[src/hw/rtl/tccs_pkg.sv]
// Shared types and constants for the text console cursor/scroll engine.
// No dependencies; used by the divider, the top level and the testbench.
`timescale 1ns / 1ps
`default_nettype none

package tccs_pkg;

    // screen store geometry, tied to the 12-bit cursor
    localparam int CELL_COUNT  = 4096;
    localparam int CELL_AW     = 12;
    localparam int POS_W       = CELL_AW + 1;
    localparam int MAX_COLUMNS = 128;
    localparam int MAX_ROWS    = 32;
    localparam int COL_W       = 8;
    localparam int ROW_W       = 6;
    localparam int DIV_STEPS   = CELL_AW;
    localparam int DIV_CNT_W   = $clog2(DIV_STEPS);

    // cell layout: background, foreground, character
    localparam logic [15:0] BLANK_CELL   = 16'h0F20;
    localparam logic [7:0]  NEWLINE_CODE = 8'd10;

    // request opcodes
    localparam logic [2:0] OP_PUT    = 3'd0;
    localparam logic [2:0] OP_PUT_AT = 3'd1;
    localparam logic [2:0] OP_MOVE   = 3'd2;
    localparam logic [2:0] OP_CLEAR  = 3'd3;
    localparam logic [2:0] OP_READ   = 3'd4;

    // configuration register indexes
    localparam logic REG_COLUMNS = 1'b0;
    localparam logic REG_ROWS    = 1'b1;

    typedef enum logic [4:0] {
        S_INIT,
        S_IDLE,
        S_GEO,
        S_MOVE_MUL,
        S_MOVE_SET,
        S_RD_MUL,
        S_RD_ADDR,
        S_RD_DATA,
        S_PUT_CHECK,
        S_PRE_DIV,
        S_PUT_MAIN,
        S_NL_DIV,
        S_ADVANCE,
        S_PUT_DONE,
        S_SCR_MUL,
        S_SCR_RUN,
        S_SCR_DRAIN,
        S_FINISH
    } t_state;

    typedef struct packed {
        logic busy;
        logic done;
    } t_div_status;

endpackage

`default_nettype wire

[src/hw/rtl/tccs_div.sv]
// Restoring divider, one quotient bit per cycle: cell position by column count.
// Depends on tccs_pkg.
`timescale 1ns / 1ps
`default_nettype none

module tccs_div (
    input  wire logic                          i_clk,
    input  wire logic                          i_rst_n,
    input  wire logic                          i_start,
    input  wire logic [tccs_pkg::CELL_AW-1:0]  i_dividend,
    input  wire logic [tccs_pkg::COL_W-1:0]    i_divisor,
    output logic      [tccs_pkg::CELL_AW-1:0]  o_quotient,
    output logic      [tccs_pkg::COL_W-1:0]    o_remainder,
    output tccs_pkg::t_div_status              o_status
);

    logic [tccs_pkg::CELL_AW-1:0]   r_quo;
    logic [tccs_pkg::COL_W-1:0]     r_rem;
    logic [tccs_pkg::COL_W-1:0]     r_dvs;
    logic [tccs_pkg::DIV_CNT_W-1:0] r_cnt;
    logic                           r_busy;
    logic                           r_done;

    logic [tccs_pkg::COL_W:0]       trial;
    logic                           fits;
    logic [tccs_pkg::COL_W:0]       trial_sub;

    // trial subtract of the shifted partial remainder
    always_comb begin
        trial     = {r_rem, r_quo[tccs_pkg::CELL_AW-1]};
        fits      = (trial >= {1'b0, r_dvs});
        trial_sub = trial - {1'b0, r_dvs};
    end

    // control: busy while the quotient bits are shifted in, then a one-cycle done
    always_ff @(posedge i_clk) begin
        if (!i_rst_n) begin
            r_busy <= 1'b0;
            r_done <= 1'b0;
            r_cnt  <= '0;
        end else if (i_start) begin
            r_busy <= 1'b1;
            r_done <= 1'b0;
            r_cnt  <= '0;
        end else if (r_busy) begin
            r_cnt <= r_cnt + 1'b1;
            if (r_cnt == tccs_pkg::DIV_CNT_W'(tccs_pkg::DIV_STEPS - 1)) begin
                r_busy <= 1'b0;
                r_done <= 1'b1;
            end
        end else begin
            r_done <= 1'b0;
        end
    end

    // datapath: shift dividend into quotient, keep partial remainder
    always_ff @(posedge i_clk) begin
        if (i_start) begin
            r_quo <= i_dividend;
            r_rem <= '0;
            r_dvs <= i_divisor;
        end else if (r_busy) begin
            r_quo <= {r_quo[tccs_pkg::CELL_AW-2:0], fits};
            r_rem <= fits ? trial_sub[tccs_pkg::COL_W-1:0] : trial[tccs_pkg::COL_W-1:0];
        end
    end

    assign o_quotient    = r_quo;
    assign o_remainder   = r_rem;
    assign o_status.busy = r_busy;
    assign o_status.done = r_done;

endmodule

`default_nettype wire

[config.mk]
export PLATFORM = sky130hd
export DESIGN_NAME = tccs_div
export DESIGN_NICKNAME = d
export VERILOG_FILES = /design/src/hw/rtl/tccs_pkg.sv /design/src/hw/rtl/tccs_div.sv
export SDC_FILE = /design/constraint.sdc
export NUM_CORES = 1
export LEC_CHECK = 0
export BUFFER_PORTS_ARGS = -buffer_cell sky130_fd_sc_hd__buf_2
export CELL_PAD_IN_SITES_DETAIL_PLACEMENT = 1
export CELL_PAD_IN_SITES_GLOBAL_PLACEMENT = 1
export CORE_AREA = 2 2 73 75
export CTS_CLUSTER_SIZE = 14
export DETAILED_ROUTE_END_ITERATION = 10
export DIE_AREA = 0 0 75 77
export PLACE_DENSITY_LB_ADDON = 0.25
export SLEW_MARGIN = 0
export SYNTH_ARGS = -nofsm -noshare
export SYNTH_HDL_FRONTEND = slang
export SYNTH_SLANG_ARGS = --single-unit
[constraint.sdc]
create_clock -name i_clk -period 1.6 [get_ports i_clk]
set_input_delay 0.08 -clock i_clk [delete_from_list [all_inputs] [get_ports i_clk]]
set_output_delay 0.08 -clock i_clk [all_outputs]
set_load 0.02 [all_outputs]
# Word level (Yosys, flattened, before mapping)
# Cells that the tools add are included.
# classes
add_sub_neg	2
magnitude_cmp	1
n_eq_ne	1
mux	6
n_bitwise	2
reduce_logical	3
# ops
operator	count
two-way mux 12 bit	2
>= comparator 9 x 8 -> 1 bit	1
two-way mux 8 bit	1
subtractor 8 bit	1
adder 4 x 1 -> 4 bit (second input constant)	1
equality test 4 bit (second input constant)	1
two-way mux 1 bit	3
OR reduction 3 bit	1
NOT 1 bit	2
nonzero test 2 bit	1
OR reduction 2 bit	1
# totals
regBits	34
output_inout_bits	22
word_cells	21

# Depth between registers and ports, before layout
# logic_depth
word_depth	4
mapped_depth	8

# Worst setup path after synthesis
# OpenSTA, ideal clock, no wires.
# synth_timing
path_type	register to register
start	register r_quo (netlist bit o_quotient[11])
end	register r_rem (netlist bit o_remainder[6])
setup_time_ps	84
arrival_ps	1843
t_required_ps	1516
path_slack_ps	-327
stages_incl_launch_ff	9
period_less_slack_ps	1927
path_cell_list	edfxtp_1 > inv_1 > ha_1 > fa_1 > nand2b_1 > a21oi_1 > nand3_1 > and4_1 > o31ai_2
# synth_between
elab_chain_cells	2
# synth_rtl
item	line	source
from (decl)	tccs_div.sv:17	logic [tccs_pkg::CELL_AW-1:0] r_quo;
from (signal assigned)	tccs_div.sv:59	r_quo <= i_dividend;
from (signal assigned)	tccs_div.sv:63	r_quo <= {r_quo[tccs_pkg::CELL_AW-2:0], fits};
subtractor 8 bit or >= comparator 9 x 8 -> 1 bit (tied branches)	tccs_div.sv:32, tccs_div.sv:31	
two-way mux 8 bit *	tccs_div.sv:64	r_rem <= fits ? trial_sub[tccs_pkg::COL_W-1:0] : trial[tccs_pkg::COL_W-1:0];
to (signal assigned)	tccs_div.sv:64	
to (decl)	tccs_div.sv:18	logic [tccs_pkg::COL_W-1:0] r_rem;
# Every way passes the cells marked *; elsewhere a longest branch is shown, timed or not.
# A chain may end at the register's enable or synchronous reset.

# Worst setup path after layout
# Same ends and word-level chain as after synthesis.

==> impl_metrics.py <==
metrics = {
    "synthesis": {
        "seq_area_frac_synth_pct": 49.7,
        "synth_cell_types": 39,
        "syn-num-nets": 192,
        "synth_fa_ha_area_share_pct": 7.49,
        "synth_warnings": 0,
        "yosys-top-cells-area": "edfxtp_1 34%, dfxtp_1 16%, mux2_2 8.3%",
        "synth_cells": 159,
        "synth-xor-area-share_pct": 3.95,
        "synthSimpleGateAreaFrac_pct": 12.2,
        "synth_compound_gate_area_share_pct": 10.9,
        "synth_top_family_by_area": "simple AND/OR/NAND/NOR gates",
        "synth-seq-cells": 34,
        "synth_top_area_share_pct": 33.9,
        "syn_area_um2": 1770,
        "muxShareOfSynthArea_pct": 10.5,
        "netlist.top_cell.by_area": "edfxtp_1",
        "syn_area_per_cell_um2": 11.1,
    },
    "layout": {
        "antenna_cells": 0,
        "areaGrowthSynthToFinish_pct": 52.6,
        "layout.nets": 280,
        "num-fill-cells": 554,
        "drive_gt1_share_pct": 54.0,
        "layout.core_utilization_pct": 54.3,
        "final_area_um2": 2700,
    },
    "global_route": {
        "grt_max_degree": 20,
        "antenna_found_initial": 0,
        "grt_pass1_vias": 1725,
        "grt.total_usage_pct": 18.6,
        "grt_pass1_wl_mm": 8.13,
        "grt-ovfl-total": 0,
    },
    "sta": {
        "period_share_pct": 116,
        "setup_viol": 9,
        "layout_setup_ws_ns": -0.258,
        "clock.fmax_mhz": 538,
        "worst_slew_margin_rel_pct": 74.0,
        "grt_setup_unrepaired": "yes",
        "worst_pin_slew_ns": 0.390,
        "hold_viol": 0,
        "period_needed_ns": 1.86,
        "fin_skew_ns": 0.00739,
        "slew_viol_final": 0,
        "setup_tns_ns": -1.88,
    },
    "flow_run": {
        "cap_violations": 0,
    },
    "die": {
        "die_x_um": 75,
        "core-area_um2": 4980,
        "initial_core_util_pct": 35.6,
        "die_area_um2": 5780,
        "pin_count": 45,
        "dieHeight_um": 77,
        "rows": 26,
    },
    "placement": {
        "place_area_um2": 2270,
        "numPortBuffers": 44,
        "dp_hpwl_mm": 3.47,
        "globalplace.congestion": 0.859,
    },
    "drt": {
        "drcViolationCount": 0,
        "antenna_left": 0,
        "drt_iter0_markers": 74,
        "dr.pass1.iters": 4,
        "via_count": 1538,
        "wl_per_cell_um": 16.1,
        "vias_per_cell": 4.84,
        "drt-total-wl_mm": 5.13,
    },
    "setup_path": {
        "crit_chain": "inv_2, ha_4, fa_2, nand2b_4, a21oi_2, or4_1, and4_1, o31ai_2",
        "r2r_slack_ns": -0.26,
        "start_kind": "flop",
        "crit_arrival_ns": 2.07,
        "worstSetupPathType": "flop to flop",
        "critical_path.max_stage_delay_ns": 0.42,
        "cp-end-kind": "flop",
        "path_buf_inv": 1,
        "cpLargestDelayFamily": "simple AND/OR/NAND/NOR gates",
        "crit_slowest_cell": "edfxtp_1",
        "crit_required_ns": 1.81,
        "path_max_fanout": 2,
    },
    "cts": {
        "tritoncts": "yes",
        "clockBufferDepth": 2,
        "clkTransAtPathRegs_ns": 0.08,
        "cts-root-buf": "clkbuf_8",
        "htree_levels": 2,
        "cts_buffers": 5,
        "clock-sinks": 34,
        "clk_latency_ns": 0.29,
    },
    "power_and_ir_drop": {
        "p_leak_nw": 1.16,
        "power_density_nw_per_um2": 866,
        "vdd_drop_max_uv": 509,
    },
    "status": {
        "violations": "setup timing",
        "status": "finished, violations left",
    },
    "min_path": {
        "worstHoldPathType": "input port to flop",
    },
}
-- power by group --
part	total (mW)	internal (mW)	switching (mW)
Clock	0.625	0.298	0.327
Combinational	0.675	0.335	0.340
Sequential	1.04	1.00	0.0421
-- cells by family after synthesis --
group,count (synthesis)
buffers and inverters,20
and+or+nand+nor,45
xor gates and xnor gates,8
adders and majority gates,10
muxes,17
AOI/OAI and AO/OA,25
DFF,34
-- registers in the layout, summed over array words and instances (netlist names) --
register,count
o_quotient,12
r_busy,1
r_done,1
o_remainder,8
r_dvs,8
r_cnt,4
-- timing repair --
action                     in CTS  in global routing
cloned                          1                  0
setup buffers                   5                  3
hold endpoints to repair        8                  0
pin swaps                       7                  7
setup endpoints to repair       9                  9
gates resized for setup        15                 20
hold buffers                    8                  0
-- path summary, 6_finish.rpt --
path,startpoint,endpoint,depth (start not counted)
max,o_quotient[11]$_DFFE_PP_,o_remainder[6]$_SDFFE_PP0P_,8
min,i_rst_n,r_busy$_SDFF_PN0_,2
max reg2reg,o_quotient[11]$_DFFE_PP_,o_remainder[6]$_SDFFE_PP0P_,8
min reg2reg,r_done$_SDFFE_PP0P_,r_done$_SDFFE_PP0P_,2
-- stage by stage --
stage	std cells	hold WS [ns]	worst slack, ns	power, mW
finish	318	0.0309	-0.258	2.34
global route	318	0.0567	-0.348	2.46
CTS	315	0.0243	-0.218	2.27
detailed placement	293	0.258	-0.214	1.57
global placement	293	0.257	-0.221	1.54
floorplan	159	0.179	-0.261	1.36
-- area by class of cell --
type | count | area, um^2 | share of cell area (%)
inverters | 14 | 52.6 | 1.94
repair buffers | 86 | 567 | 21.0
flip-flops and latches | 34 | 886 | 32.8
clock buffers | 5 | 68.8 | 2.55
clock inverters | 3 | 16.3 | 0.602
multi-input cells | 106 | 1030 | 37.9
well taps | 70 | 87.6 | 3.24
-- per-layer routing --
layer  share of wire, %  track usage (%)  up-vias
met2                 54             32.5       34
met4                1.7             6.79        0
li1                   -                -      735
met1                 41             21.6      761
met5                  0                0        -
met3                2.8             3.94        8
-- synthesized netlist by cell type (all sizes together) --
| master | count |
|---|---|
| o211ai | 1 |
| nand4 | 1 |
| nand3 | 3 |
| o31a | 1 |
| o21ai | 6 |
| a21o | 1 |
| nand3b | 1 |
| o221ai | 1 |
| mux2i | 4 |
| mux2 | 13 |
| or3 | 1 |
| a211oi | 3 |
| dfxtp | 14 |
| or4 | 1 |
| buf | 5 |
| nand2b | 4 |
| ha | 9 |
| fa | 1 |
| and4 | 1 |
| edfxtp | 20 |
| or2b | 2 |
| xor2 | 4 |
| o22ai | 1 |
| nor2 | 15 |
| xnor2 | 4 |
| o311a | 1 |
| a21oi | 8 |
| nor2b | 3 |
| inv | 14 |
| nand2 | 12 |
| a311oi | 1 |
| nor3 | 1 |
| clkbuf | 1 |
| o31ai | 1 |
-- layout by cell type, fill, tap and decap left out, drive strengths merged, types with 2 or more instances in the layout --
cell          n
buf          78
clkbuf        5
nand2b        4
inv          14
dfxtp        14
a211oi        3
nor2b         3
nor2         15
dlygate4sd3   8
ha            9
nand2        12
xor2          4
xnor2         4
mux2i         4
a21oi         8
clkinv        2
mux2         13
edfxtp       20
a21o          2
nand3         3
o21ai         6
or2b          2
Note: power is estimated with default switching activity, not from simulation.
